<file path="src/rtl/asg_pkg.sv">
// ----------------------------------------------------------------------------
// asg_pkg: shared types and constants of the arrow segment generator
// Coordinate format, rotation constants, queue entry and sequencer states.
// ----------------------------------------------------------------------------
package asg_pkg;

  // fraction bits of the coordinate format
  localparam int FRAC_BITS = 16;

  // clamp limits of the raw vector length
  localparam logic [33:0] LEN_LO = 34'(30) << FRAC_BITS;
  localparam logic [33:0] LEN_HI = 34'(200) << FRAC_BITS;

  // cos and sin of 144 degrees in Q2.30
  localparam logic signed [32:0] COS144 = -33'sd868675383;
  localparam logic signed [32:0] SIN144 = 33'sd631129609;

  // reciprocal of ten, exact quotient for 32-bit dividends after the shift
  localparam logic [31:0] RECIP10       = 32'hCCCCCCCD;
  localparam int          RECIP10_SHIFT = 35;

  localparam logic [31:0] COLOR_RESET = 32'd255;

  // depth of the queue between front and back
  localparam int QDEPTH = 2;
  localparam int QADDR  = $clog2(QDEPTH);

  // classified vector as it travels through the queue
  typedef struct packed {
    logic signed [31:0] sx;
    logic signed [31:0] sy;
    logic signed [31:0] ex;
    logic signed [31:0] ey;
    logic signed [31:0] dx;
    logic signed [31:0] dy;
    logic               sh;
    logic               zero;
  } vec_t;

  // queue status seen by both sides
  typedef struct packed {
    logic             full;
    logic             empty;
    logic [QADDR:0]   count;
  } q_stat_t;

  typedef enum logic [3:0] {
    BK_IDLE,
    BK_SQX,
    BK_SQY,
    BK_SQSUM,
    BK_SQRT,
    BK_CLAMP,
    BK_DIVW,
    BK_MULN,
    BK_MULN_WR,
    BK_NUM,
    BK_DIVU,
    BK_DIVU_WAIT,
    BK_MULW,
    BK_RND,
    BK_ADD,
    BK_DONE
  } back_state_t;

endpackage

</file>
<file path="src/rtl/asg_fifo.sv">
// ----------------------------------------------------------------------------
// asg_fifo: short queue between front and back
// Register-based queue of classified vectors.
// ----------------------------------------------------------------------------
module asg_fifo (
  input  logic              clk,
  input  logic              rst,
  input  logic              wr,
  input  asg_pkg::vec_t     wdata,
  input  logic              rd,
  output asg_pkg::vec_t     rdata,
  output asg_pkg::q_stat_t  stat
);
  import asg_pkg::*;

  vec_t              mem [QDEPTH];
  logic [QADDR-1:0]  wp;
  logic [QADDR-1:0]  rp;
  logic [QADDR:0]    count;

  assign rdata      = mem[rp];
  assign stat.count = count;
  assign stat.full  = (count == (QADDR+1)'(QDEPTH));
  assign stat.empty = (count == '0);

  // pointers and fill level
  always_ff @(posedge clk) begin
    if (rst) begin
      wp    <= '0;
      rp    <= '0;
      count <= '0;
    end else begin
      if (wr) begin
        wp <= (wp == QADDR'(QDEPTH-1)) ? '0 : wp + 1'b1;
      end
      if (rd) begin
        rp <= (rp == QADDR'(QDEPTH-1)) ? '0 : rp + 1'b1;
      end
      if (wr && !rd) begin
        count <= count + 1'b1;
      end else if (rd && !wr) begin
        count <= count - 1'b1;
      end
    end
  end

  // storage
  always_ff @(posedge clk) begin
    if (wr) begin
      mem[wp] <= wdata;
    end
  end

endmodule

</file>
<file path="config.mk">
export PLATFORM = sky130hd
export DESIGN_NAME = asg_fifo
export DESIGN_NICKNAME = d
export VERILOG_FILES = /design/src/rtl/asg_pkg.sv /design/src/rtl/asg_fifo.sv
export SDC_FILE = /design/constraint.sdc
export NUM_CORES = 1
export LEC_CHECK = 0
export BUFFER_PORTS_ARGS = -buffer_cell sky130_fd_sc_hd__buf_2
export CAP_MARGIN = 15
export CORE_MARGIN = 3
export CORE_UTILIZATION = 35
export DETAILED_ROUTE_END_ITERATION = 12
export HOLD_SLACK_MARGIN = 0.15
export PLACE_DENSITY = 0.64
export SLEW_MARGIN = 20
export SYNTH_ARGS = -nofsm -noshare
export SYNTH_HDL_FRONTEND = slang
export SYNTH_SLANG_ARGS = --single-unit
</file>
<file path="constraint.sdc">
create_clock -name clk -period 15.8 [get_ports clk]
set_clock_uncertainty 0.05 [all_clocks]
set_input_delay 3.95 -clock clk [delete_from_list [all_inputs] [get_ports clk]]
set_output_delay 3.95 -clock clk [all_outputs]
set_load 0.02 [all_outputs]
</file>
==> results of run 1 <==
-- logic make-up (layout without fill, tap and decap cells) --
| group | Yosys count | after routing |
|---|---|---|
| adder cells (fa/ha/maj) | 1 | 1 |
| flip-flops | 393 | 393 |
| multiplexers | 194 | 194 |
| AO/OA/AOI/OAI | 2 | 2 |
| buffers and inverters | 23 | 470 |
| other | 0 | 2 |
| AND/OR/NAND/NOR | 9 | 9 |
| XOR/XNOR | 4 | 4 |
-- worst min-delay path by stage --
stage / cells after the start / endpoint / startpoint
floorplan: 2 / flop / rp
global placement: 2 / rp / rp
detailed placement: 2 / rp / rp
CTS: 2 / count[1] / count[1]
global route: 2 / count[1] / count[1]
finish: 2 / rp / rp
-- worst max-delay path: stages (launching register included) --
cell	delay, ns
dfxtp_4	0.83
buf_4	0.76
buf_4	0.87
mux2_4	0.36
buf_2	0.16
-- per-layer routing --
metal | vias to the layer above | track usage | routed length, µm
li1 | 3348 | - | -
met1 | 3537 | 0.1626 | 12290
met2 | 293 | 0.2105 | 14560
met3 | 56 | 0.04338 | 2682
met4 | 4 | 0.04665 | 720
met5 | - | 0 | 23
-- area by class of cell --
cell class                      instances  area [µm²]
Fill cell                            3565       22810
Sequential cell                       393       11760
Multi-Input combinational cell        210        2897
Timing Repair Buffer                  403        2041
Clock buffer                           52        1067
Tap cell                              532       665.6
Clock inverter                         14       145.1
Antenna cell                            2       5.005
Inverter                                1       3.754
-- stage by stage --
stage                     hold WS (ns)  setup slack (ns)  instances  cell area, µm²
after global routing            0.5143             7.962       1606           18580
after floorplan                 0.4299             2.658        626           14870
after detailed placement        0.4649             8.697       1539           17360
after CTS                       0.4750             8.087       1605           18570
final                           0.4710             8.195       1607           18580
after global placement          0.4472             8.772       1539           17360
-- cells in the mapped netlist (all sizes together) --
library cell and number:
inv 1, ha 1, nor2 5, xor2 2, a21oi 1, and2 1
xnor2 2, mux2 194, or3 1, dfxtp 5, o21ai 1, nor2b 2
buf 22, edfxtp 388
-- flip-flops by register name, summed over array words and instances (netlist names), named ones only --
register / flops
count: 2
mem: 388
rp: 1
wp: 1
-- report_power, final --
part / switching, mW / internal (mW) / leakage, nW
registers: 0.0215 / 1.22 / 3.68
logic: 0.179 / 0.141 / 2.98
clock network: 0.361 / 0.523 / 0.590
==> impl_metrics.json, run 1 <==
{
  "ios": 396,
  "cp-end-kind": "output pin",
  "status": "finished, final reports clean",
  "tns_ns": 0,
  "path_max_fanout": 56,
  "grt_max_degree": 78,
  "drtIter0Drc": 399,
  "clockRootBuffer": "clkbuf_16",
  "cp.required_ns": 11.80,
  "endpoint": "rdata[50]",
  "ant_nets": 0,
  "grt_util_all_layers": 0.1295,
  "wl_per_cell_um": 18.84,
  "fin_nets": 1249,
  "synth.area.mux_share": 0.1872,
  "critPathLaunchType": "flop",
  "synthAdderAreaFrac": 0.0008412,
  "cts.clk_slew.worst_paths_ns": 0.06,
  "place.gp.congestion": 0.7607,
  "slew-limit-headroom": 0.3008,
  "synthTopCellsByArea": "edfxtp_1 (78%), mux2_4 (16%), mux2_2 (2.6%)",
  "ctsResizeCount": 0,
  "rr_worst_depth": 2,
  "fin_util": 0.4489,
  "grt_first_pass_wirelength_mm": 44.32,
  "rsz0062_at_grt": "no",
  "post-route-period-util": 0.4813,
  "yosysUniqueCellTypes": 17,
  "cts_tree": "built",
  "first_pass_iters": 4,
  "clockBufferDepth": 3,
  "final_cell_mix": "buf_2 (395), edfxtp_1 (388), mux2_4 (160)",
  "mostFrequentLayoutCell": "buf_2",
  "yosysSeqAreaShare": 0.7900,
  "finalSetupViolCount": 0,
  "fmax_ghz": 0.1315,
  "hold_viol": 0,
  "slew_violations": 0,
  "clock-sinks": 393,
  "core_area_mm2": 0.04139,
  "cts_hold_buf": 0,
  "clk_latency_ns": 0.53,
  "power_mw": 2.444,
  "antenna_found_initial": 4,
  "drc": 0,
  "p_leak_nw": 7.254,
  "synthSimpleGateAreaFrac": 0.002944,
  "die_y_um": 212.2,
  "drv_cap": 0,
  "yosysTopAreaCell": "edfxtp_1",
  "overflow": 0,
  "synth_top_family_by_area": "multiplexers",
  "synth_xor_area_frac": 0.002355,
  "synth-seq-cells": 393,
  "synth_compound_area_frac": 0.0006729,
  "hp-class": "flop to flop",
  "cts_made_buffers": 41,
  "dieWidth_um": 212.2,
  "htreeDepth": 2,
  "die_area_mm2": 0.04501,
  "drive_gt1_frac": 0.6048,
  "port_buffers": 395,
  "route.final.wire_length_mm": 30.27,
  "synth_top_area_frac": 0.7833,
  "floorplan.initialDensity": 0.3594,
  "r2r-end": "mem[1][106]",
  "netlist_instances": 626,
  "syn_to_final_growth_pct": 24.91,
  "syn_nets": 825,
  "netlist_area_mm2": 0.01487,
  "routed_via_density": 4.504,
  "tightest_slew_ns": 1.049,
  "yosys_warnings": 0,
  "power_density_mw_per_mm2": 131.6,
  "rows": 74,
  "place_hpwl_mm": 20.94,
  "r2r_start": "wp",
  "grt_pass1_vias": 7399,
  "post-route-min-period_ns": 7.605,
  "dr_total_vias": 7238,
  "post_cts_buffers": 0,
  "vdd_ir_drop_max_mv": 0.1033,
  "arrival_ns": 3.61,
  "r2r_setup_slack_ns": 13.17,
  "avgSynthCellArea_um2": 23.76,
  "crit_type": "flop to output pin"
}
Note: power is estimated with default switching activity, not from simulation.
==> run 2, diff against run 1 <==
ABC_AREA = 1   (was default)
clock period = 7.75 ns   (was 15.8 ns; I/O delays follow)
==> impl_metrics.json, run 2 <==
{
  "crit_slowest_cell": "dfxtp_4",
  "critical-path-max-stage-delay_ns": 0.83,
  "synth_ff_type": "edfxtp_1",
  "rsz0062_at_grt": "no",
  "drv_cap": 0,
  "avgSynthCellArea_um2": 23.38,
  "slew-limit-headroom": 0.3014,
  "cts_made_buffers": 42,
  "drc": 0,
  "post_cts_buffers": 0,
  "synth.most_common_cell": "edfxtp_1",
  "ios": 396,
  "power_density_mw_per_mm2": 269.2,
  "finalSetupViolCount": 0,
  "path_max_fanout": 112,
  "tns_ns": 0,
  "whs_path_depth": 2,
  "die_area_mm2": 0.04507,
  "crit_type": "flop to output pin",
  "cp-end-kind": "output pin",
  "largest_reg_flops": 388,
  "grt_max_degree": 113,
  "cts_tree": "built",
  "p_leak_nw": 7.350,
  "critPathLaunchType": "flop",
  "syn_to_final_growth_pct": 25.92,
  "routed_via_density": 4.503,
  "core_area_mm2": 0.04139,
  "rows": 74,
  "overflow": 0,
  "port_buffers": 395,
  "synthTopCellsByArea": "edfxtp_1 (78%), mux2_4 (16%), mux2_2 (2.6%)",
  "mostFrequentLayoutCell": "buf_2",
  "synth-seq-cells": 393,
  "fin_nets": 1260,
  "yosys_warnings": 0,
  "arrival_ns": 2.78,
  "htreeDepth": 2,
  "top_register": "mem",
  "post-route-period-util": 0.6146,
  "syn_nets": 836,
  "grt_first_pass_wirelength_mm": 44.74,
  "power_mw": 5.050,
  "clockBufferDepth": 3,
  "cts_hold_buf": 0,
  "ant_nets": 0,
  "hp-class": "flop to flop",
  "first_pass_iters": 4,
  "synth-edff-count": 388,
  "synth_top_area_frac": 0.7822,
  "antenna_found_initial": 8,
  "die_y_um": 212.3,
  "dieWidth_um": 212.3,
  "post-route-min-period_ns": 4.763,
  "hold_viol": 0,
  "place.gp.congestion": 0.7185,
  "dr_total_vias": 7336,
  "drtIter0Drc": 398,
  "synthArstFlopShare": 0,
  "grt_pass1_vias": 7652,
  "cts.clk_slew.worst_paths_ns": 0.06,
  "slew_violations": 0,
  "yosysTopAreaCell": "edfxtp_1",
  "netlist_area_mm2": 0.01490,
  "netlist_top_cells_count": "edfxtp_1 (388), mux2_4 (160), mux2_2 (34), buf_6 (18), inv_1 (9)",
  "netlist_instances": 637,
  "tightest_slew_ns": 1.048,
  "yosysSeqAreaShare": 0.7889,
  "place_hpwl_mm": 20.35,
  "drive_gt1_frac": 0.6009,
  "grt_util_all_layers": 0.1312,
  "cp.required_ns": 5.76,
  "crit_chain": "buf_12 -> mux2_4 -> buf_2",
  "wl_per_cell_um": 18.64,
  "clock-sinks": 393,
  "ctsResizeCount": 0,
  "clockRootBuffer": "clkbuf_16",
  "clk_latency_ns": 0.53,
  "fmax_ghz": 0.2099,
  "reg.largest.list": "mem x388, count x2",
  "yosysUniqueCellTypes": 17,
  "vdd_ir_drop_max_mv": 0.1819,
  "final_cell_mix": "buf_2 (395), edfxtp_1 (388), mux2_4 (160)",
  "floorplan.initialDensity": 0.3599,
  "route.final.wire_length_mm": 30.37,
  "status": "finished, final reports clean",
  "rr_worst_depth": 3
}
-- run 2: changes by cell type after synthesis, sizes merged --
| cell | change |
|---|---|
| nor2b | -2 |
| inv | +8 |
| nand3 | +1 |
| nand2 | +5 |
| or3 | -1 |
| nor3 | +1 |
| xnor2 | -1 |
| nand4 | +1 |
| nor2 | +2 |
| xor2 | -2 |
| and2 | -1 |
-- run 2: through the flow --
stage	setup WS [ns]	instances	utilization	hold slack (ns)	cell area [µm²]
final	2.987	1629	0.4532	0.4929	18760
after detailed placement	3.503	1549	0.4205	0.4821	17400
after global routing	2.850	1629	0.4532	0.5210	18760
after floorplan	0.2483	637	-	0.4299	14900
after CTS	2.897	1627	0.4531	0.4982	18750
after global placement	3.526	1549	0.4205	0.4433	17400
-- run 2: worst paths after layout --
| check | from | end | slack [ns] |
|---|---|---|---|
| max reg2reg | wp | mem[1][125] | 5.20 |
| min | rp | rp | 0.49 |
| min reg2reg | rp | rp | 0.49 |
| max | flop | rdata[45] | 2.99 |
-- run 2: layout make-up --
cell class,count,area (µm²)
fill,3555,22630
clock inverter,23,186.4
timing repair buffer,402,2054
sequential,393,11760
tap,532,665.6
inverter,9,41.29
clock buffer,55,1164
multi-input combinational,213,2885
antenna,2,5.005
-- run 2: cells by family after synthesis --
logic type / synth area share
and+or+nand+nor: 0.004116
muxes: 0.1870
buffers and inverters: 0.01789
xor gates and xnor gates: 0.0005881
AOI/OAI and AO/OA: 0.0006713
adders and majority gates: 0.0008398
DFF: 0.7889
-- run 2: worst max-delay path: cells and delay by family, from the launching register on --
kind,cells,cell delay [ns]
muxes,1,0.37
buffers and inverters,2,0.70
DFF,1,0.83
-- run 2: layer usage --
metal  global-route usage  wire (µm)
met1               0.1581      11830
met5                    0         48
met2               0.2170      14920
met3              0.04796       2890
met4              0.04886        677
-- run 2: report_power, final --
group          internal (mW)  switching [mW]
sequential              2.47          0.0374
combinational          0.275           0.343
clock                   1.16           0.772
