<file path="src/rtl/asg_pkg.sv">
// ----------------------------------------------------------------------------
// asg_pkg: shared types and constants of the arrow segment generator
// Coordinate format, rotation constants, queue entry and sequencer states.
// ----------------------------------------------------------------------------
package asg_pkg;

  // fraction bits of the coordinate format
  localparam int FRAC_BITS = 16;

  // clamp limits of the raw vector length
  localparam logic [33:0] LEN_LO = 34'(30) << FRAC_BITS;
  localparam logic [33:0] LEN_HI = 34'(200) << FRAC_BITS;

  // cos and sin of 144 degrees in Q2.30
  localparam logic signed [32:0] COS144 = -33'sd868675383;
  localparam logic signed [32:0] SIN144 = 33'sd631129609;

  // reciprocal of ten, exact quotient for 32-bit dividends after the shift
  localparam logic [31:0] RECIP10       = 32'hCCCCCCCD;
  localparam int          RECIP10_SHIFT = 35;

  localparam logic [31:0] COLOR_RESET = 32'd255;

  // depth of the queue between front and back
  localparam int QDEPTH = 2;
  localparam int QADDR  = $clog2(QDEPTH);

  // classified vector as it travels through the queue
  typedef struct packed {
    logic signed [31:0] sx;
    logic signed [31:0] sy;
    logic signed [31:0] ex;
    logic signed [31:0] ey;
    logic signed [31:0] dx;
    logic signed [31:0] dy;
    logic               sh;
    logic               zero;
  } vec_t;

  // queue status seen by both sides
  typedef struct packed {
    logic             full;
    logic             empty;
    logic [QADDR:0]   count;
  } q_stat_t;

  typedef enum logic [3:0] {
    BK_IDLE,
    BK_SQX,
    BK_SQY,
    BK_SQSUM,
    BK_SQRT,
    BK_CLAMP,
    BK_DIVW,
    BK_MULN,
    BK_MULN_WR,
    BK_NUM,
    BK_DIVU,
    BK_DIVU_WAIT,
    BK_MULW,
    BK_RND,
    BK_ADD,
    BK_DONE
  } back_state_t;

endpackage

</file>
<file path="src/rtl/asg_front.sv">
// ----------------------------------------------------------------------------
// asg_front: input stage
// Takes a vector, forms the difference, scales it into 32 bits and flags a
// zero-length vector, then hands it to the queue.
// ----------------------------------------------------------------------------
module asg_front (
  input  logic                  clk,
  input  logic                  rst,
  input  logic                  push,
  output logic                  full,
  input  logic signed [31:0]    start_x,
  input  logic signed [31:0]    start_y,
  input  logic signed [31:0]    end_x,
  input  logic signed [31:0]    end_y,
  input  asg_pkg::q_stat_t      q_stat,
  output logic                  q_push,
  output asg_pkg::vec_t         q_wdata
);
  import asg_pkg::*;

  logic               valid;
  vec_t               stage;
  logic               accept;
  logic signed [32:0] dx_w;
  logic signed [32:0] dy_w;
  logic [32:0]        ax_w;
  logic [32:0]        ay_w;
  logic               sh_w;

  assign full    = valid && q_stat.full;
  assign accept  = push && !full;
  assign q_push  = valid && !q_stat.full;
  assign q_wdata = stage;

  // exact differences and the scaling decision
  always_comb begin
    dx_w = 33'(end_x) - 33'(start_x);
    dy_w = 33'(end_y) - 33'(start_y);
    ax_w = dx_w[32] ? 33'(-dx_w) : 33'(dx_w);
    ay_w = dy_w[32] ? 33'(-dy_w) : 33'(dy_w);
    sh_w = ax_w[32] || ax_w[31] || ay_w[32] || ay_w[31];
  end

  // stage valid flag
  always_ff @(posedge clk) begin
    if (rst) begin
      valid <= 1'b0;
    end else if (accept) begin
      valid <= 1'b1;
    end else if (q_push) begin
      valid <= 1'b0;
    end
  end

  // stage payload
  always_ff @(posedge clk) begin
    if (accept) begin
      stage.sx   <= start_x;
      stage.sy   <= start_y;
      stage.ex   <= end_x;
      stage.ey   <= end_y;
      stage.dx   <= sh_w ? dx_w[32:1] : dx_w[31:0];
      stage.dy   <= sh_w ? dy_w[32:1] : dy_w[31:0];
      stage.sh   <= sh_w;
      stage.zero <= (dx_w == '0) && (dy_w == '0);
    end
  end

endmodule

</file>
<file path="config.mk">
export PLATFORM = sky130hd
export DESIGN_NAME = asg_front
export DESIGN_NICKNAME = d
export VERILOG_FILES = /design/src/rtl/asg_pkg.sv /design/src/rtl/asg_front.sv
export SDC_FILE = /design/constraint.sdc
export NUM_CORES = 1
export LEC_CHECK = 0
export BUFFER_PORTS_ARGS = -buffer_cell sky130_fd_sc_hd__buf_2
export CAP_MARGIN = 20
export CORE_MARGIN = 3
export CORE_UTILIZATION = 58
export CTS_BUF_LIST = sky130_fd_sc_hd__clkbuf_8 sky130_fd_sc_hd__clkbuf_16
export DETAILED_ROUTE_END_ITERATION = 6
export GPL_ROUTABILITY_DRIVEN = 0
export PLACE_DENSITY = 0.83
export SLEW_MARGIN = 20
export SYNTH_ARGS = -nofsm -noshare
export SYNTH_HDL_FRONTEND = slang
export SYNTH_SLANG_ARGS = --single-unit
</file>
<file path="constraint.sdc">
create_clock -name clk -period 31.9 [get_ports clk]
set_input_delay 1.595 -clock clk [delete_from_list [all_inputs] [get_ports clk]]
set_output_delay 1.595 -clock clk [all_outputs]
set_load 0.02 [all_outputs]
</file>
==> results of run 1 <==
==> power by group through the flow <==
stage | clock, W | sequential, W | combinational, W
2_1_floorplan | 0 | 0.000372 | 0.000154
3_3_place_gp | 0 | 0.000332 | 0.000260
3_5_place_dp | 0 | 0.000333 | 0.000266
4_1_cts | 0.000222 | 0.000327 | 0.000268
5_1_grt | 0.000231 | 0.000330 | 0.000292
6_report | 0.000220 | 0.000327 | 0.000272
==> Yosys cell counts, drive strengths merged, types with 6 or more instances <==
master,count
edfxtp,194
inv,89
nand2,83
a21oi,71
ha,64
nor2,62
o21ai,46
mux2i,37
nor3,30
mux2,29
nand3,25
and2,24
a211oi,23
clkbuf,23
a21o,22
or3,18
nand4,17
o211ai,17
xor2,17
buf,13
xnor2,13
and4,10
nor4,10
o31ai,10
and3,9
nor2b,9
or2,8
a211o,7
a21boi,7
o2111ai,7
nand2b,6
o2111a,6
==> registers in the layout, summed over array words and instances (netlist names) <==
name,count
q_wdata,194
valid,1
==> area by class of cell <==
class	count	area share
clock buffers	19	0.0314
clock inverters	13	0.00989
inverters	89	0.0232
multi-input cells	775	0.390
flip-flops and latches	195	0.405
well taps	265	0.0230
repair buffers	332	0.117
==> kinds of logic after synthesis <==
| family | count (synthesis) | synth area share |
|---|---|---|
| AO/OA/AOI/OAI | 279 | 0.163 |
| adder cells (fa/ha/maj) | 66 | 0.0703 |
| AND/OR/NAND/NOR | 334 | 0.146 |
| XOR/XNOR | 30 | 0.0220 |
| flip-flops | 195 | 0.489 |
| buffers and inverters | 125 | 0.0430 |
| multiplexers | 66 | 0.0670 |
==> metal layers <==
metal  global-route usage  wire length, um
met2                0.449            14900
met4               0.0860              693
met1                0.377            13000
met3               0.0751             3640
met5                    0                0
==> worst min-delay path by stage <==
stage,cells after the start,from,slack (ns),to
finish,3,valid,0.66,valid
global route,3,valid,0.69,valid
CTS,3,valid,0.66,valid
detailed placement,3,valid,0.65,valid
global placement,3,valid,0.64,valid
floorplan,3,valid,0.68,valid
==> placed cells by master (no fill, tap or decap), types with 8 or more instances in the layout <==
master / instances
nor2b_1: 8
mux2i_1: 37
and4_1: 10
nor2_1: 62
buf_2: 327
or3_1: 18
xnor2_1: 13
o21ai_0: 44
ha_1: 64
a21oi_1: 68
and3_1: 9
edfxtp_1: 194
nor3_1: 29
and2_1: 23
or2_2: 8
xor2_1: 17
clkbuf_16: 17
nor4_1: 10
nand3_1: 25
a211oi_1: 22
nand2_1: 83
mux2_4: 28
inv_1: 89
nand4_1: 17
o211ai_1: 17
a21o_1: 22
o31ai_1: 10
==> critical path: stages <==
cell       delay, ns
buf_2           0.09
inv_1           0.05
ha_1            0.20
fa_1            0.40
nand2b_1        0.20
a21bo_2         0.25
a2111oi_2       0.58
o21ai_0         0.24
o31ai_1         0.35
xor2_1          0.46
nand4bb_1       0.27
o41ai_4         0.13
nor3_4          0.46
buf_4           0.69
mux2_4          0.36
==> through the flow <==
step                 util  cells  setup slack [ns]  power, W  hold WS (ns)
global placement    0.696   1655             24.97  0.000592         0.639
CTS                 0.726   1687             25.28  0.000817         0.658
finish              0.727   1688             25.72  0.000819         0.660
floorplan               -   1095             20.80  0.000527         0.683
global route        0.727   1688             25.49  0.000853         0.694
detailed placement  0.696   1655             24.87  0.000598         0.647
==> results.md, run 1 <==
* Vias per Instance at about 6.2
* Switch share at 0.341
* Share of power burned in registers at 0.400
* Share of the synthesized area in the top cell type at 0.487
* Area taken by flip-flops and latches at between 5000 and 6000 sq um
* Share of cells above drive strength 1 at 0.296
* Synth cell types at around 80
* Worst setup EP type: register
* Min Clock Period, post-route at 6.18 ns
* Post-route DRC at 0
* Max-cap check violation count at 0
* PD cells at 56.8 nW/um^2
* WL final at 32.2 mm
* Post-DP HPWL at between 20 and 25 mm
* #FFs+latches synth at ~200
* Register-to-register setup slack at 30.07 ns
* Largest net degree at the start of global routing at between 150 and 200
* First-pass GRT wire length at 50.0 mm
* Clock Power Share at 0.268
* # IOs at 331
* Sequential fraction of the synthesis area at 0.489
* Post-synth top area cell: edfxtp_1
* Slew margin rel. at 0.320
* Sw Pwr at 0.000280 W
* Vias in the first global route at 9854
* First-pass detailed-route iteration total at 6
* CTS root buf: clkbuf_16
* H-tree Lvls at 4
* YS warnings at 0
* Syn Inst Count at about 1100
* Fmax at approximately 0.16 GHz
* Gate power share at 0.332
* CTS Buf Count at 17
* R2R depth at 3
* Final hold vios at 0
* Fill count at approximately 1500
* FF-to-FF End: q_wdata[133]
* Postcts setup bufs at 0
* Worst flop-to-flop path startpoint: valid
* Number of synthesized flops with an enable pin at roughly 190
* Overall Global Routing Usage at 0.280
* CP Launch Type: primary input
* Detail Route Antenna Nets at 0
* Final Instance Area at 14400 sq um
* CP startpoint: end_y[0]
* P_int at about 0.00054 W
* Leak pwr at between 6 and 7 nW
* Die H at 150 um
* CTS Hold Bufs at 0
* Dominant cells by area after synthesis: edfxtp_1, ha_1, mux2_4, mux2i_1, a21oi_1
* # nets final at ~1600
* Vias at 10407
* CP Data Required Time at 32.09 ns
* Area delta synth->final at 20.5%
* Worst Hold Class: reg -> reg
* Setup TNS at 0 ns
* Ys async rst share at 0
* Critical path class: in -> reg
* # setup viols final at 0
* Initial Util at 0.603
* Clk sinks at roughly 200
* Primary FF master, synth: edfxtp_1
* PortBufs at approximately 330
* Clk_skew at 0.0103 ns
* Final cycle utilization of the critical path at 0.194
* # resized after CTS at 0
* Num rows at 51
* Clock slew at reported path FFs at approximately 0.07 ns
* Clock tree buffer depth at 2
* Max IR drop VDD at just under 40 uV
* Die width at between 100 and 150 um
* Diode count at 0
* Placed instance area at 13800 sq um
* First DRT Iteration DRCs at around 1200
* Die area at between 20000 and 25000 sq um
* Syn nets at about 1300
* Cell area after technology mapping at around 12000 sq um
* Area of the multi-input gates at around 5600 sq um
* Routed len/inst at approximately 19 um
* Status: completed
* Crit path to: q_wdata[24]
* Core Area at around 20000 sq um
* CTS tree: done
* Initial antenna violation count at 0
* GRT Residual Overflow at 0
* Clock latency on the worst-skew pair at 0.45 ns
* RSZ-0062 raised after global routing: no
* Worst Path Max Fanout at 44
* Post-Syn Area per Cell at around 11 sq um
* Slew Limit Fails at 0
* CP arrival at roughly 6.4 ns
* Worst-Margin Slew at about 1.0 ns
Power figures use the tool's default switching activity.
==> run 2: changes to the inputs <==
--- a/config.mk
+++ b/config.mk
@@ -8,11 +8,11 @@
 export BUFFER_PORTS_ARGS = -buffer_cell sky130_fd_sc_hd__buf_2
 export CAP_MARGIN = 20
 export CORE_MARGIN = 3
-export CORE_UTILIZATION = 58
+export CORE_UTILIZATION = 54
 export CTS_BUF_LIST = sky130_fd_sc_hd__clkbuf_8 sky130_fd_sc_hd__clkbuf_16
 export DETAILED_ROUTE_END_ITERATION = 6
 export GPL_ROUTABILITY_DRIVEN = 0
-export PLACE_DENSITY = 0.83
+export PLACE_DENSITY = 0.78
 export SLEW_MARGIN = 20
 export SYNTH_ARGS = -nofsm -noshare
 export SYNTH_HDL_FRONTEND = slang
==> constraint.sdc (replaced) <==
create_clock -name clk -period 5.7 [get_ports clk]
set_input_delay 0.285 -clock clk [delete_from_list [all_inputs] [get_ports clk]]
set_output_delay 0.285 -clock clk [all_outputs]
set_load 0.02 [all_outputs]
==> run 2 against run 1 <==
  * Core utilization down 5.4 points
  * Largest cell class unchanged
  * Hold slack lost 0.63 ns
  * Count of clock-buffer cells in the layout is 1 lower
  * Critical endpoint is now q_wdata[19]
  * Via count fell by 1.6%
  * Highest routed layer unchanged
  * Power increased to 5.5 times the previous value
==> results.md, run 2 (synthesis gave the netlist of run 1 again) <==
* Die width at 155 um
* WL final at around 32 mm
* # resized after CTS at 0
* Overall Global Routing Usage at 0.258
* CTS tree: done
* Diode count at 0
* First-pass GRT wire length at 49.8 mm
* H-tree Lvls at 4
* Status: completed
* CP arrival at 4.83 ns
* CTS root buf: clkbuf_16
* Critical path class: in -> reg
* Worst Hold Class: in -> reg
* Routed len/inst at 18.8 um
* First-pass detailed-route iteration total at 6
* Total power at between 0.004 and 0.005 W
* Clock tree buffer depth at 2
* Max IR drop VDD at between 200 and 250 uV
* RSZ-0062 raised after global routing: no
* Max reg flops at roughly 190
* Clk_skew at about 0.0090 ns
* Worst Path Max Fanout at 30
* Pre-CTS setup slack at 0.861 ns
* Worst-Margin Slew at approximately 1.1 ns
* Vias in the first global route at between 9000 and 10000
* Max-cap check violation count at 0
* Slew margin rel. at 0.232
* Area delta synth->final at 20.5%
* Clock slew at reported path FFs at about 0.080 ns
* Register-to-register setup slack at 3.92 ns
* Die H at 155 um
* CTS Buf Count at 17
* Post-route DRC at 0
* Fmax at ~0.22 GHz
* Detail Route Antenna Nets at 0
* First DRT Iteration DRCs at between 900 and 1000
* GRT Residual Overflow at 0
* Vias at 10238
* Leak pwr at between 6 and 7 nW
* Fill count at 1677
* Final worst-path setup slack at 1.06 ns
* Most frequent cells in the layout: buf_2, edfxtp_1, inv_1
* Post-DP HPWL at about 25 mm
* Non-filler instance count after layout at 1701
* Placed Cells incl. Taps at around 1700
* # nets final at around 1600
* Setup TNS at 0 ns
* Commonest non-fill, non-tap cell in the layout: buf_2
* Worst setup EP type: register
* # IOs at between 300 and 400
* Share of cells above drive strength 1 at 0.296
* Clock latency on the worst-skew pair at approximately 0.44 ns
* Clk sinks at between 150 and 200
* Initial antenna violation count at 0
* # setup viols final at 0
* Die area at between 20000 and 25000 sq um
* Final cycle utilization of the critical path at 0.814
* Largest net degree at the start of global routing at 125
* CP Launch Type: primary input
* CP Data Required Time at 5.89 ns
* Num rows at 53
* Initial Util at 0.559
* Final hold vios at 0
* Min Clock Period, post-route at approximately 4.6 ns
* Core Area at ~21000 sq um
* Vias per Instance at around 6.0
* PD cells at between 300 and 400 nW/um^2
* Slew Limit Fails at 0
* PortBufs at 327
==> run 2: final cells by class <==
| cell class | count | area (sq um) | area share |
|---|---|---|---|
| clock buffers | 18 | 439 | 0.0305 |
| multi-input cells | 775 | 5620 | 0.390 |
| well taps | 275 | 344 | 0.0239 |
| repair buffers | 335 | 1710 | 0.119 |
| clock inverters | 14 | 120 | 0.00833 |
| inverters | 89 | 334 | 0.0232 |
| flip-flops and latches | 195 | 5850 | 0.406 |
==> run 2: where the power goes <==
group / switching [W] / leakage, nW / internal [W] / total (W)
sequential: 0.0000387 / 1.88 / 0.00179 / 0.00183
clock: 0.000582 / 0.279 / 0.000586 / 0.00117
combinational: 0.000927 / 4.09 / 0.000579 / 0.00151
==> run 2: path summary, 6_finish.rpt <==
kind / startpoint / to / depth (start not counted)
setup / recovery: end_x[0] / q_wdata[19] / 15
hold / removal: start_x[18] / q_wdata[180] / 1
setup reg to reg: valid / q_wdata[67] / 3
hold reg to reg: valid / valid / 3
==> run 2: repair_timing <==
item	4_1_cts	5_1_grt
hold buffers	1	0
hold endpoints to repair	1	0
buffers inserted	0	0
==> run 2: per-layer routing <==
| layer | share of wire | vias up | track usage |
|---|---|---|---|
| met4 | 0.021 | 0 | 0.0807 |
| met1 | 0.42 | 4825 | 0.352 |
| met5 | 0 | - | 0 |
| met2 | 0.46 | 524 | 0.403 |
| li1 | - | 4834 | - |
| met3 | 0.10 | 55 | 0.0725 |
==> run 2: worst max-delay path, stage by stage <==
cell	delay (ns)
buf_2	0.09
inv_1	0.05
ha_1	0.22
fa_1	0.42
nand2b_1	0.20
a211oi_1	0.92
o211ai_1	0.33
a31oi_1	0.38
a21oi_1	0.11
a31oi_1	0.35
inv_1	0.14
xnor2_1	0.23
nor3_4	0.22
buf_4	0.50
mux2_4	0.35
==> run 2: per-stage QoR <==
step	util	cell area [sq um]	hold WS, ns
floorplan	-	12000	0.357
global placement	0.646	13800	0.449
detailed placement	0.646	13800	0.446
CTS	0.673	14400	0.00894
global route	0.673	14400	0.0138
finish	0.673	14400	0.0283
